$ cat src/sv/assert_macros.svh
// ---------------------------------------------------------------------------
// Assertion macros
// Shared concurrent assertion forms, clocked on clk and gated by rst_n.
// ---------------------------------------------------------------------------
`ifndef ASSERT_MACROS_SVH
`define ASSERT_MACROS_SVH

// Same-cycle implication.
`define ASSERT_IMPLIES(lbl, pre, post, msg) \
    lbl: assert property (@(posedge clk) disable iff (!rst_n) (pre) |-> (post)) \
        else $error(msg);

// Next-cycle implication.
`define ASSERT_NEXT(lbl, pre, post, msg) \
    lbl: assert property (@(posedge clk) disable iff (!rst_n) (pre) |=> (post)) \
        else $error(msg);

`endif

$ cat src/sv/b64d_pkg.sv
// ---------------------------------------------------------------------------
// b64d_pkg
// Types, constants and helpers of the checked base64 decoder.
// ---------------------------------------------------------------------------
`default_nettype none

package b64d_pkg;

    localparam int COUNT_WIDTH = 16;
    localparam int COUNT_XW    = (COUNT_WIDTH > 16) ? COUNT_WIDTH : 16;

    localparam logic [7:0] PAD_CHAR  = 8'h3D;
    localparam logic [7:0] NUL_CHAR  = 8'h00;

    typedef enum logic [2:0] {
        MODE_DECODING = 3'b001,
        MODE_PADDING  = 3'b010,
        MODE_IGNORING = 3'b100
    } scan_mode_t;

    typedef enum logic [2:0] {
        ST_OK        = 3'd0,
        ST_BAD_CHAR  = 3'd1,
        ST_TRUNCATED = 3'd2,
        ST_LEFTOVER  = 3'd3,
        ST_BAD_PAD   = 3'd4
    } status_t;

    typedef struct packed {
        logic [1:0]             phase;
        logic [7:0]             partial;
        scan_mode_t             mode;
        logic                   pad_due;
        status_t                err;
        logic [COUNT_WIDTH-1:0] count;
    } dec_state_t;

    typedef struct packed {
        logic [7:0]  out_byte;
        logic        byte_valid;
        logic        is_final;
        logic [2:0]  status;
        logic [15:0] byte_count;
    } dec_result_t;

    localparam dec_state_t STATE_RESET = '{
        phase:   2'd0,
        partial: 8'd0,
        mode:    MODE_DECODING,
        pad_due: 1'b0,
        err:     ST_OK,
        count:   '0
    };

    // Sextet value in [5:0]; bit 6 flags a character outside the alphabet.
    function automatic logic [6:0] sextet_of(input logic [7:0] c);
        logic [6:0] d;
        begin
            d = 7'd64;
            priority if (c >= 8'h41 && c <= 8'h5A)
                d = 7'(c - 8'h41);
            else if (c >= 8'h61 && c <= 8'h7A)
                d = 7'(c - 8'h61 + 8'd26);
            else if (c >= 8'h30 && c <= 8'h39)
                d = 7'(c - 8'h30 + 8'd52);
            else if (c == 8'h2B)
                d = 7'd62;
            else if (c == 8'h2F)
                d = 7'd63;
            else
                d = 7'd64;
            return d;
        end
    endfunction

    function automatic logic [15:0] sat_count(input logic [COUNT_WIDTH-1:0] c);
        logic [COUNT_XW-1:0] e;
        begin
            e = COUNT_XW'(c);
            return (e > COUNT_XW'(16'hFFFF)) ? 16'hFFFF : e[15:0];
        end
    endfunction

endpackage

`default_nettype wire

$ cat src/sv/b64d_if.sv
// ---------------------------------------------------------------------------
// b64d_in_if / b64d_out_if
// Valid/ready channels for characters in and decoded results out.
// ---------------------------------------------------------------------------
`default_nettype none

interface b64d_in_if;
    logic       valid;
    logic       ready;
    logic [7:0] in_char;
    logic       end_of_text;

    modport source (output valid, output in_char, output end_of_text, input ready);
    modport sink   (input valid, input in_char, input end_of_text, output ready);
endinterface

interface b64d_out_if;
    logic        valid;
    logic        ready;
    logic [7:0]  out_byte;
    logic        byte_valid;
    logic        is_final;
    logic [2:0]  status;
    logic [15:0] byte_count;

    modport source (output valid, output out_byte, output byte_valid, output is_final,
                    output status, output byte_count, input ready);
    modport sink   (input valid, input out_byte, input byte_valid, input is_final,
                    input status, input byte_count, output ready);
endinterface

`default_nettype wire

$ cat src/sv/b64d_step.sv
// ---------------------------------------------------------------------------
// b64d_step
// Next-state and result logic for one character of the text.
// ---------------------------------------------------------------------------
`default_nettype none

module b64d_step
    import b64d_pkg::*;
(
    input  dec_state_t  state,
    input  logic [7:0]  in_char,
    input  logic        end_of_text,
    output dec_state_t  state_next,
    output dec_result_t result,
    output logic        has_result
);

    function automatic dec_state_t close_data(input dec_state_t s, input logic is_pad);
        dec_state_t r;
        begin
            r = s;
            priority if (s.phase == 2'd0)
                r.mode = MODE_IGNORING;
            else if (s.phase == 2'd1)
                r.err = ST_TRUNCATED;
            else if (s.partial != 8'd0)
                r.err = ST_LEFTOVER;
            else if (is_pad)
            begin
                r.mode    = MODE_PADDING;
                r.pad_due = (s.phase == 2'd2);
            end
            else
                r.err = ST_BAD_PAD;
            return r;
        end
    endfunction

    dec_state_t s;
    logic [6:0] d;
    logic       have_byte;
    logic [7:0] byte_val;

    always_comb
    begin
        s         = state;
        d         = sextet_of(in_char);
        have_byte = 1'b0;
        byte_val  = 8'd0;

        if (state.err == ST_OK)
        begin
            unique case (state.mode)
                MODE_DECODING:
                begin
                    if (in_char == NUL_CHAR || in_char == PAD_CHAR)
                        s = close_data(state, in_char == PAD_CHAR);
                    else if (d[6])
                        s.err = ST_BAD_CHAR;
                    else
                    begin
                        unique case (state.phase)
                            2'd0:
                            begin
                                s.partial = {d[5:0], 2'b00};
                            end
                            2'd1:
                            begin
                                byte_val  = state.partial | {6'd0, d[5:4]};
                                s.partial = {d[3:0], 4'd0};
                                have_byte = 1'b1;
                            end
                            2'd2:
                            begin
                                byte_val  = state.partial | {4'd0, d[5:2]};
                                s.partial = {d[1:0], 6'd0};
                                have_byte = 1'b1;
                            end
                            default:
                            begin
                                byte_val  = state.partial | {2'd0, d[5:0]};
                                s.partial = 8'd0;
                                have_byte = 1'b1;
                            end
                        endcase
                        s.phase = state.phase + 2'd1;
                        if (have_byte && state.count != '1)
                            s.count = state.count + COUNT_WIDTH'(1);
                    end
                end
                MODE_PADDING:
                begin
                    priority if (in_char == PAD_CHAR && state.pad_due)
                        s.pad_due = 1'b0;
                    else if (in_char == NUL_CHAR && !state.pad_due)
                        s.mode = MODE_IGNORING;
                    else
                        s.err = ST_BAD_PAD;
                end
                default:
                begin
                    s = state;
                end
            endcase
        end

        if (end_of_text && s.err == ST_OK)
        begin
            if (s.mode == MODE_DECODING)
                s = close_data(s, 1'b0);
            else if (s.mode == MODE_PADDING && s.pad_due)
                s.err = ST_BAD_PAD;
        end

        has_result        = have_byte || end_of_text;
        result.out_byte   = byte_val;
        result.byte_valid = have_byte;
        result.is_final   = end_of_text;
        result.status     = s.err;
        result.byte_count = sat_count(s.count);

        state_next = end_of_text ? STATE_RESET : s;
    end

endmodule

`default_nettype wire

$ cat src/sv/base64_decoder_checked_core.sv
// ---------------------------------------------------------------------------
// base64_decoder_checked_core
// Streaming base64 decoder with alphabet, group and padding checks.
// ---------------------------------------------------------------------------
// One character enters per cycle and one result word leaves per cycle at
// most; a character passes first through the input register and then the
// result register. A result word appears for each completed byte and for
// the character flagged end_of_text, which carries the status and the
// saturated byte count and returns the decoder to its reset state. The
// decoder state loop is one register level deep, so a new character
// follows in the next cycle; the input stalls only while both the input
// register and the result register hold words and out_ch.ready is low.
`default_nettype none

module base64_decoder_checked_core
    import b64d_pkg::*;
(
    input  wire logic       clk,
    input  wire logic       rst_n,
    b64d_in_if.sink         in_ch,
    b64d_out_if.source      out_ch
);

    logic        in_valid_reg;
    logic [7:0]  in_char_reg;
    logic        in_last_reg;
    dec_state_t  state_reg;
    dec_state_t  state_next;
    dec_result_t step_result;
    logic        step_has_result;
    logic        out_valid_reg;
    dec_result_t out_data_reg;
    logic        out_free;
    logic        fire;

    b64d_step u_step (
        .state       (state_reg),
        .in_char     (in_char_reg),
        .end_of_text (in_last_reg),
        .state_next  (state_next),
        .result      (step_result),
        .has_result  (step_has_result)
    );

    assign out_free     = !out_valid_reg || out_ch.ready;
    assign fire         = in_valid_reg && out_free;
    assign in_ch.ready  = !in_valid_reg || fire;

    always_ff @(posedge clk or negedge rst_n)
    begin
        if (!rst_n)
        begin
            in_valid_reg  <= 1'b0;
            state_reg     <= STATE_RESET;
            out_valid_reg <= 1'b0;
        end
        else
        begin
            if (in_ch.ready)
                in_valid_reg <= in_ch.valid;
            if (fire)
                state_reg <= state_next;
            if (fire && step_has_result)
                out_valid_reg <= 1'b1;
            else if (out_ch.ready)
                out_valid_reg <= 1'b0;
        end
    end

    always_ff @(posedge clk)
    begin
        if (in_ch.valid && in_ch.ready)
        begin
            in_char_reg <= in_ch.in_char;
            in_last_reg <= in_ch.end_of_text;
        end
        if (fire && step_has_result)
            out_data_reg <= step_result;
    end

    assign out_ch.valid      = out_valid_reg;
    assign out_ch.out_byte   = out_data_reg.out_byte;
    assign out_ch.byte_valid = out_data_reg.byte_valid;
    assign out_ch.is_final   = out_data_reg.is_final;
    assign out_ch.status     = out_data_reg.status;
    assign out_ch.byte_count = out_data_reg.byte_count;

`include "assert_macros.svh"

    `ASSERT_NEXT(a_out_hold, out_valid_reg && !out_ch.ready,
        out_valid_reg && $stable(out_data_reg), "result word changed while stalled")
    `ASSERT_IMPLIES(a_word_has_cause, out_valid_reg,
        out_data_reg.byte_valid || out_data_reg.is_final, "empty result word")
    `ASSERT_NEXT(a_final_resets, fire && in_last_reg,
        state_reg == STATE_RESET, "state not cleared after final character")
    `ASSERT_IMPLIES(a_stall_cause, !in_ch.ready,
        in_valid_reg && out_valid_reg && !out_ch.ready, "input stalled without cause")

endmodule

`default_nettype wire

$ cat src/flat_wrapper.sv
// flat-port wrapper written by rule: the top's interface ports become plain ports
module base64_decoder_checked_core_flat import b64d_pkg::*;
  (clk, rst_n, in_ch_valid, in_ch_in_char, in_ch_end_of_text, in_ch_ready, out_ch_valid, out_ch_out_byte, out_ch_byte_valid, out_ch_is_final, out_ch_status, out_ch_byte_count, out_ch_ready);
  b64d_in_if in_ch_i ();
  b64d_out_if out_ch_i ();
  input  wire logic clk;
  input  wire logic rst_n;
  input wire logic [$bits(in_ch_i.valid)-1:0] in_ch_valid;
  input wire logic [$bits(in_ch_i.in_char)-1:0] in_ch_in_char;
  input wire logic [$bits(in_ch_i.end_of_text)-1:0] in_ch_end_of_text;
  output wire logic [$bits(in_ch_i.ready)-1:0] in_ch_ready;
  output wire logic [$bits(out_ch_i.valid)-1:0] out_ch_valid;
  output wire logic [$bits(out_ch_i.out_byte)-1:0] out_ch_out_byte;
  output wire logic [$bits(out_ch_i.byte_valid)-1:0] out_ch_byte_valid;
  output wire logic [$bits(out_ch_i.is_final)-1:0] out_ch_is_final;
  output wire logic [$bits(out_ch_i.status)-1:0] out_ch_status;
  output wire logic [$bits(out_ch_i.byte_count)-1:0] out_ch_byte_count;
  input wire logic [$bits(out_ch_i.ready)-1:0] out_ch_ready;
  assign in_ch_i.valid = in_ch_valid;
  assign in_ch_i.in_char = in_ch_in_char;
  assign in_ch_i.end_of_text = in_ch_end_of_text;
  assign in_ch_ready = in_ch_i.ready;
  assign out_ch_valid = out_ch_i.valid;
  assign out_ch_out_byte = out_ch_i.out_byte;
  assign out_ch_byte_valid = out_ch_i.byte_valid;
  assign out_ch_is_final = out_ch_i.is_final;
  assign out_ch_status = out_ch_i.status;
  assign out_ch_byte_count = out_ch_i.byte_count;
  assign out_ch_i.ready = out_ch_ready;
  base64_decoder_checked_core u_core (.clk(clk), .rst_n(rst_n), .in_ch(in_ch_i), .out_ch(out_ch_i));
endmodule
$ cat config.mk
export PLATFORM = sky130hd
export DESIGN_NAME = base64_decoder_checked_core_flat
export DESIGN_NICKNAME = d
export VERILOG_FILES = /design/src/sv/b64d_pkg.sv /design/src/sv/b64d_if.sv /design/src/sv/b64d_step.sv /design/src/sv/base64_decoder_checked_core.sv /design/src/flat_wrapper.sv
export VERILOG_INCLUDE_DIRS = /design/src /design/src/sv
export SDC_FILE = /design/constraint.sdc
export NUM_CORES = 1
export LEC_CHECK = 0
export ABC_AREA = 0
export ABC_CLOCK_PERIOD_IN_PS = 4650
export BUFFER_PORTS_ARGS = -buffer_cell sky130_fd_sc_hd__buf_2
export CELL_PAD_IN_SITES_DETAIL_PLACEMENT = 1
export CELL_PAD_IN_SITES_GLOBAL_PLACEMENT = 2
export CORE_MARGIN = 3
export CORE_UTILIZATION = 39
export CTS_CLUSTER_DIAMETER = 200
export DETAILED_ROUTE_END_ITERATION = 10
export GPL_TIMING_DRIVEN = 1
export PLACE_DENSITY = 0.84
export SYNTH_ARGS = -nofsm -noshare
export SYNTH_HDL_FRONTEND = slang
export SYNTH_SLANG_ARGS = --single-unit
$ cat constraint.sdc
create_clock -name clk -period 4.65 [get_ports clk]
set_input_delay 0.93 -clock clk [delete_from_list [all_inputs] [get_ports clk]]
set_output_delay 0.93 -clock clk [all_outputs]
set_load 0.01 [all_outputs]
==> impl_metrics.tcl, run 1 <==
set metrics [dict create \
    grt_max_degree 36 \
    dieWidth_um 112 \
    drt-wirelength-per-cell_um 19.4 \
    grt.total_usage_pct 19.5 \
    wirelength_mm 11.7 \
    fin_nets 484 \
    drive_above_1_share_pct 18.2 \
    grt_pass1_wl_mm 19.6 \
    nFillCells 1238 \
    synth_edf_count 38 \
    antenna_found_initial 0 \
    via_count 3548 \
    cts_tree "done" \
    clock-root-buffer "clkbuf_8" \
    reg2reg_to "u_core.out_ch.status[0]$_DFFE_PP_" \
    final.setup_skew_ps 12.7 \
    synth-main-ff-cell "edfxtp_1" \
    grt_pass1_vias 3655 \
    r2r_cells 10 \
    dr.pass1.iters 4 \
    dieArea_um2 12500 \
    setup_tns_ps 0 \
    max-cap-violations 0 \
    seqCellArea_um2 2020 \
    htreeDepth 3 \
    status "complete, no violations" \
    ys_ff_latch 73 \
    grt.busiest_layer "met2" \
    critPathLaunch "u_core.in_char_reg[2]$_DFFE_PP_" \
    cts_buffers 9 \
    synth.distinct_cells 79 \
    end_kind "register" \
    slew_violations 0 \
    ir_drop_uv 364 \
    cp-endpoint "u_core.out_ch.status[0]$_DFFE_PP_" \
    fmax_mhz 286 \
    io_buffers 43 \
    whs_ps 530 \
    p_seq_share_pct 47.5 \
    p_sw_uw 516 \
    synth.avg_cell_area_um2 10.3 \
    antenna_left 0 \
    globalRouteMet3Util_pct 3.70 \
    required_ps 4750 \
    clock_latency_ps 360 \
    post-route-util_pct 44.4 \
    rrSetupSlack_ps 1160 \
    hold_viol_final 0 \
    path_clk_slew_ps 70 \
    drt_iter0_drc 153 \
    synth_warnings 0 \
    area_delta_synth_final_pct 10.7 \
    dp.cells 587 \
    grt_overflow 0 \
    cp-start-kind "register" \
    power.internal_uw 1100 \
    setup_viol 0 \
    hpwl_mm 8.44 \
    antenna_cells 0 \
    viasPerCell 5.89 \
    clk_path_buf_depth 2 \
    yosysSeqAreaShare_pct 46.2 \
    synthesis.nets 451 \
    combPwrFrac_pct 23.0 \
    rsz0062_at_grt "no" \
    final.period_utilization_pct 75.1 \
    postCtsHoldBufs 0 \
    rows 38 \
    use_met1_pct 28.3 \
    tightestPinTransition_ps 852 \
    gp_congestion 0.881 \
    drcViolationCount 0 \
    start_util_pct 40.1 \
    critPathArrivalTime_ps 3590 \
    clock_sinks 73 \
    switching_share_pct 31.9 \
    critPathKind "reg2reg" \
    clockPowerShare_pct 29.5 \
    postCtsSetupBuffers 0 \
    final_cells 602 \
    crit_fanout 12 \
    pin_count 44 \
    p_per_area_nw_per_um2 334 \
    die_h_um 112 \
    multi_input_area_um2 2180 \
    largest_reg_flops 33 \
    reg2reg_from "u_core.in_char_reg[2]$_DFFE_PP_" \
    synth.cell_area_um2 4370 \
    grt_util_met2_pct 29.4 \
    fin_crit_ps 3490 \
    hold_path.class "reg2reg" \
    min_path_cells 2 \
    core_area_um2 10900 \
    syn_inst 425 \
    p_leak_uw 0.00192 \
    cts_resized 0 \
    slew_headroom_pct 43.2 \
    synthArstFlopShare_pct 47.9 \
]
[per-layer routing]
metal / vias to the layer above / share of wire, %
li1: 1698 / -
met1: 1771 / 48
met2: 71 / 47
met3: 8 / 3.8
met4: 0 / 0.93
met5: - / 0
[layout by cell type, fill, tap and decap left out, types with 3 or more instances in the layout]
master    count
or4_1         3
nor3_1        5
and2_1       10
buf_2        43
a211oi_1      3
ha_1         13
nand3b_1      3
edfxtp_1     38
xor2_1        4
o22ai_1       3
clkbuf_8      9
dfrtp_1      34
nand2_1      27
nand2b_1      6
clkbuf_1      3
o21ai_0      33
xnor2_1      14
o21ai_1       4
a21oi_1      20
nand3_1      19
o211ai_1      4
or3_1         5
o31ai_1      15
nor2_1       25
a31oi_1       9
and3_1        8
nor4_1        9
inv_1        12
a21o_1        5
nor3_2        3
a22o_1       11
[power groups by stage]
stage / registers [uW] / clock network, uW / logic [uW]
global route: 772 / 519 / 414
CTS: 766 / 489 / 372
floorplan: 772 / 0 / 261
detailed placement: 780 / 0 / 371
global placement: 778 / 0 / 364
finish: 767 / 476 / 372
[through the flow]
stage	cell area, um^2	setup slack (ps)	power, uW
floorplan	4370	1020	1030
global placement	4660	1290	1140
detailed placement	4660	1190	1150
CTS	4840	1200	1630
global route	4840	871	1710
finish	4840	1160	1610
[how the worst min path moves through the flow]
stage / startpoint / endpoint / slack (ps)
detailed placement: u_core.state_reg[29]$_DFFE_PN0P_ / u_core.state_reg[29]$_DFFE_PN0P_ / 520
CTS: u_core.state_reg[15]$_DFFE_PN0P_ / u_core.state_reg[15]$_DFFE_PN0P_ / 530
finish: u_core.state_reg[29]$_DFFE_PN0P_ / u_core.state_reg[29]$_DFFE_PN0P_ / 530
floorplan: u_core.in_last_reg$_DFFE_PP_ / u_core.out_ch.is_final$_DFFE_PP_ / 440
global placement: u_core.state_reg[29]$_DFFE_PN0P_ / u_core.state_reg[29]$_DFFE_PN0P_ / 480
global route: u_core.state_reg[15]$_DFFE_PN0P_ / u_core.state_reg[15]$_DFFE_PN0P_ / 570
[worst max-delay path, stage by stage, from the launching register on]
cell and delay (ps):
edfxtp_1 570, inv_1 190, ha_1 280, a21o_1 220, o211ai_1 250, a221oi_4 540, a21o_1 450, nor2_1 80
o41a_1 160, o41ai_2 380, o21ai_1 110
[layout make-up]
class / count / area share, %
clock buffer: 12 / 2.79
clock inverter: 3 / 0.906
sequential: 73 / 41.7
inverter: 13 / 1.01
timing repair buffer: 45 / 4.76
multi-input combinational: 316 / 45.2
tap: 140 / 3.62
[cell families after synthesis]
logic type               share of synthesized area [%]
XOR/XNOR                                          3.61
adder cells (fa/ha/maj)                           3.73
buffers and inverters                             3.81
AO/OA/AOI/OAI                                     22.8
multiplexers                                     0.716
flip-flops                                        46.2
AND/OR/NAND/NOR                                   19.2
[synth_stat cells, drive strengths merged (3+ instances only)]
| cell type | number | area (um^2) |
|---|---|---|
| xnor2 | 14 | 123 |
| o21ai | 37 | 185 |
| nand2b | 6 | 37.5 |
| dfrtp | 34 | 851 |
| nand3b | 3 | 22.5 |
| a21o | 5 | 37.5 |
| xor2 | 4 | 35.0 |
| a31oi | 10 | 77.6 |
| nand3 | 20 | 105 |
| o31ai | 16 | 125 |
| nor4 | 10 | 68.8 |
| or4 | 3 | 22.5 |
| or3 | 5 | 31.3 |
| ha | 13 | 163 |
| nor3 | 8 | 55.1 |
| a31o | 3 | 26.3 |
| o22ai | 3 | 18.8 |
| nand2 | 27 | 101 |
| buf | 7 | 56.3 |
| a211oi | 3 | 22.5 |
| and2 | 11 | 70.1 |
| a2111oi | 3 | 27.5 |
| a21oi | 21 | 109 |
| edfxtp | 38 | 1140 |
| inv | 12 | 45.0 |
| clkbuf | 16 | 61.3 |
| nor2 | 27 | 104 |
| and3 | 9 | 57.6 |
| o211ai | 4 | 30.0 |
| a22o | 11 | 96.3 |
Note: power is estimated with default switching activity, not from simulation.
==> run 2: changes to the inputs <==
ABC_AREA = 1   (was 0)
ABC_CLOCK_PERIOD_IN_PS = 3200   (was 4650)
CORE_UTILIZATION = 33   (was 39)
PLACE_DENSITY = 0.8   (was 0.84)
clock period = 3.2 ns   (was 4.65 ns; I/O delays follow)
==> run 2 against run 1 <==
Compared with the run above: sequential cell count is the same; register-to-register slack got worse by 870 ps; critical path depth increased by 5; combinational power grew 110%; synthesized cell count increased by 30%; worst hold slack lost 120 ps; core utilization down 5.0 points; count of clock-buffer cells in the layout is 3 lower; global-route usage shrank 2.3 points; power is 81% higher; largest power group unchanged.
==> impl_metrics.tcl, run 2 <==
set metrics [dict create \
    status "complete, no violations" \
    drt-wirelength-per-cell_um 15.7 \
    gp_congestion 0.862 \
    final.period_utilization_pct 91.0 \
    use_met1_pct 22.8 \
    end_kind "register" \
    clock_latency_ps 350 \
    wirelength_mm 12.2 \
    ys_ff_latch 73 \
    hold_path.class "in2async" \
    htreeDepth 3 \
    core_area_um2 13500 \
    drive_above_1_share_pct 19.7 \
    fmax_mhz 343 \
    required_ps 3240 \
    grt_util_met2_pct 28.6 \
    final_common_cell "nand2_1" \
    dieArea_um2 15400 \
    path_clk_slew_ps 60 \
    cp_num_buf_inv 4 \
    pin_count 44 \
    synth.cell_area_um2 4600 \
    whs_ps 414 \
    synthTopCellsByCount "nand2_1 (141), inv_1 (76), nand3_1 (45)" \
    synth_top_area_cell "edfxtp_1" \
    grt_pass1_wl_mm 20.4 \
    dieWidth_um 124 \
    synth.distinct_cells 45 \
    synthArstFlopShare_pct 47.9 \
    area_delta_synth_final_pct 15.4 \
    synth.avg_cell_area_um2 8.31 \
    reg2reg_to "u_core.out_ch.out_byte[2]$_SDFFCE_PP0P_" \
    setup_tns_ps 0 \
    cts_tree "done" \
    drt_iter0_drc 259 \
    cp-start-kind "register" \
    path_depth 15 \
    reg2reg_from "u_core.in_char_reg[1]$_DFFE_PP_" \
    max-cap-violations 0 \
    fin_nets 625 \
    antenna_cells 0 \
    cp_top_family "simple AND/OR/NAND/NOR gates" \
    crit_fanout 29 \
    rrSetupSlack_ps 290 \
    ir_drop_uv 272 \
    synthesis.nets 579 \
    setup_viol 0 \
    clock-root-buffer "clkbuf_16" \
    grt.busiest_layer "met2" \
    hpwl_mm 9.16 \
    final.setup_skew_ps 8.82 \
    rows 42 \
    syn_inst 553 \
    synth_warnings 0 \
    dr.pass1.iters 4 \
    tightestPinTransition_ps 884 \
    grt_pass1_vias 4078 \
    clock_sinks 73 \
    rsz0062_at_grt "no" \
    p_leak_uw 0.00253 \
    critPathArrivalTime_ps 2950 \
    r2r_cells 15 \
    globalRouteMet3Util_pct 3.32 \
    slowest_stage "edfxtp_1" \
    netlist_top_cells_area "edfxtp_1 (25%), dfrtp_1 (19%), nand2_1 (12%), inv_1 (6.2%), nand3_1 (4.9%)" \
    cp_slowest_stage_delay_ps 490 \
    crit_chain "inv_1 > ha_2 > inv_1 > nand2_1 > nand2_1 > nand2_1 > nand2_2 > nor2_4 > nor2_8 > nand2_8 > nand2_8 > o21ai_0 > inv_1 > nor2_2 > buf_12" \
    grt_overflow 0 \
    io_buffers 43 \
    die_h_um 124 \
    synth.top_cell.area_share_pct 24.8 \
    viasPerCell 4.91 \
    clk_path_buf_depth 2 \
    largest_reg_flops 33 \
    postCtsHoldBufs 0 \
    p_per_area_nw_per_um2 550 \
    grt_max_degree 36 \
    yosysSeqAreaShare_pct 43.9 \
    antenna_left 0 \
    critPathKind "reg2reg" \
    grt.total_usage_pct 17.2 \
    slew_violations 0 \
    start_util_pct 34.2 \
    cts_buffers 9 \
    nFillCells 1671 \
    hold_viol_final 0 \
    synthMostInstantiatedCell "nand2_1" \
    fin_crit_ps 2910 \
    synth-main-ff-cell "edfxtp_1" \
    slew_headroom_pct 41.1 \
    antenna_found_initial 0 \
    drcViolationCount 0 \
    synth_edf_count 38 \
    via_count 3832 \
    final_cell_mix "nand2_1 (141), inv_1 (75), nand3_1 (45)" \
    post-route-util_pct 39.4 \
]
## run 2: cell types whose count changed after synthesis, sizes merged, moves of 10 or more
cell / delta
nand2: +131
xnor2: -13
xor2: +15
o31ai: -16
o21ai: -10
nand4: +12
a22o: -11
and2: -11
nand3: +32
a31oi: -10
nor2: +25
inv: +70
clkbuf: -10
## run 2: report_power, final
part	total [uW]	internal (uW)	leakage (uW)	switching [uW]
registers	1130	1080	0.000846	53.6
clock network	1020	602	0.000142	417
logic	769	227	0.00154	542
total	2920	1910	0.00253	1010
## run 2: worst max path at each step
| stage | endpoint | from |
|---|---|---|
| after CTS | u_core.out_ch.out_byte[6]$_SDFFCE_PP0P_ | u_core.in_char_reg[0]$_DFFE_PP_ |
| after detailed placement | u_core.out_ch.out_byte[2]$_SDFFCE_PP0P_ | u_core.in_char_reg[0]$_DFFE_PP_ |
| after global routing | u_core.out_ch.out_byte[2]$_SDFFCE_PP0P_ | u_core.in_char_reg[1]$_DFFE_PP_ |
| after global placement | u_core.out_ch.status[0]$_DFFE_PP_ | u_core.in_char_reg[0]$_DFFE_PP_ |
| final | u_core.out_ch.out_byte[2]$_SDFFCE_PP0P_ | u_core.in_char_reg[1]$_DFFE_PP_ |
| after floorplan | u_core.out_ch.byte_count[0]$_DFFE_PP_ | u_core.in_char_reg[0]$_DFFE_PP_ |
## run 2: cell families after synthesis
kind of cell    after synthesis  share of synthesized area (%)
fa+ha+maj                    13                           3.54
compound gates               60                           7.54
xor+xnor                     20                           3.97
flops                        73                           43.9
buf+inv                      95                           8.25
simple gates                292                           32.8
## run 2: worst reg2reg max path, delay by kind of cell, from the launching register on
family | cells | cell delay (ps)
buffers and inverters | 4 | 600
AO/OA/AOI/OAI | 1 | 200
flip-flops | 1 | 490
AND/OR/NAND/NOR | 9 | 970
adder cells (fa/ha/maj) | 1 | 310
## run 2: stage by stage
step                      total power (uW)  worst slack [ps]  instance area (um^2)  cells
final                                 2920               287                  5300    780
after global routing                  3100              72.1                  5300    780
after CTS                             2960               188                  5300    780
after detailed placement              1930               215                  5010    764
after global placement                1910               275                  5010    764
after floorplan                       1690               158                  4600    553
## run 2: what timing repair did
action                     4_1_cts  5_1_grt
hold endpoints to repair         0        0
setup buffers                    0        0
resized for setup                0        2
setup endpoints to repair        0       31
## run 2: area by class of cell
cell class	count	area (um^2)	share of cell area, %
Clock buffer	9	225	4.25
Clock inverter	7	68.8	1.30
Inverter	84	317	5.97
Multi-Input combinational cell	385	2200	41.6
Sequential cell	73	2020	38.1
Tap cell	176	220	4.15
Timing Repair Buffer	46	250	4.72
## run 2: routing by layer
metal	share of wire (%)	wire length, um	up-vias
li1	-	-	1898
met1	47	5800	1864
met2	48	5900	60
met3	3.2	392	10
met4	1.2	146	0
met5	0	0	-
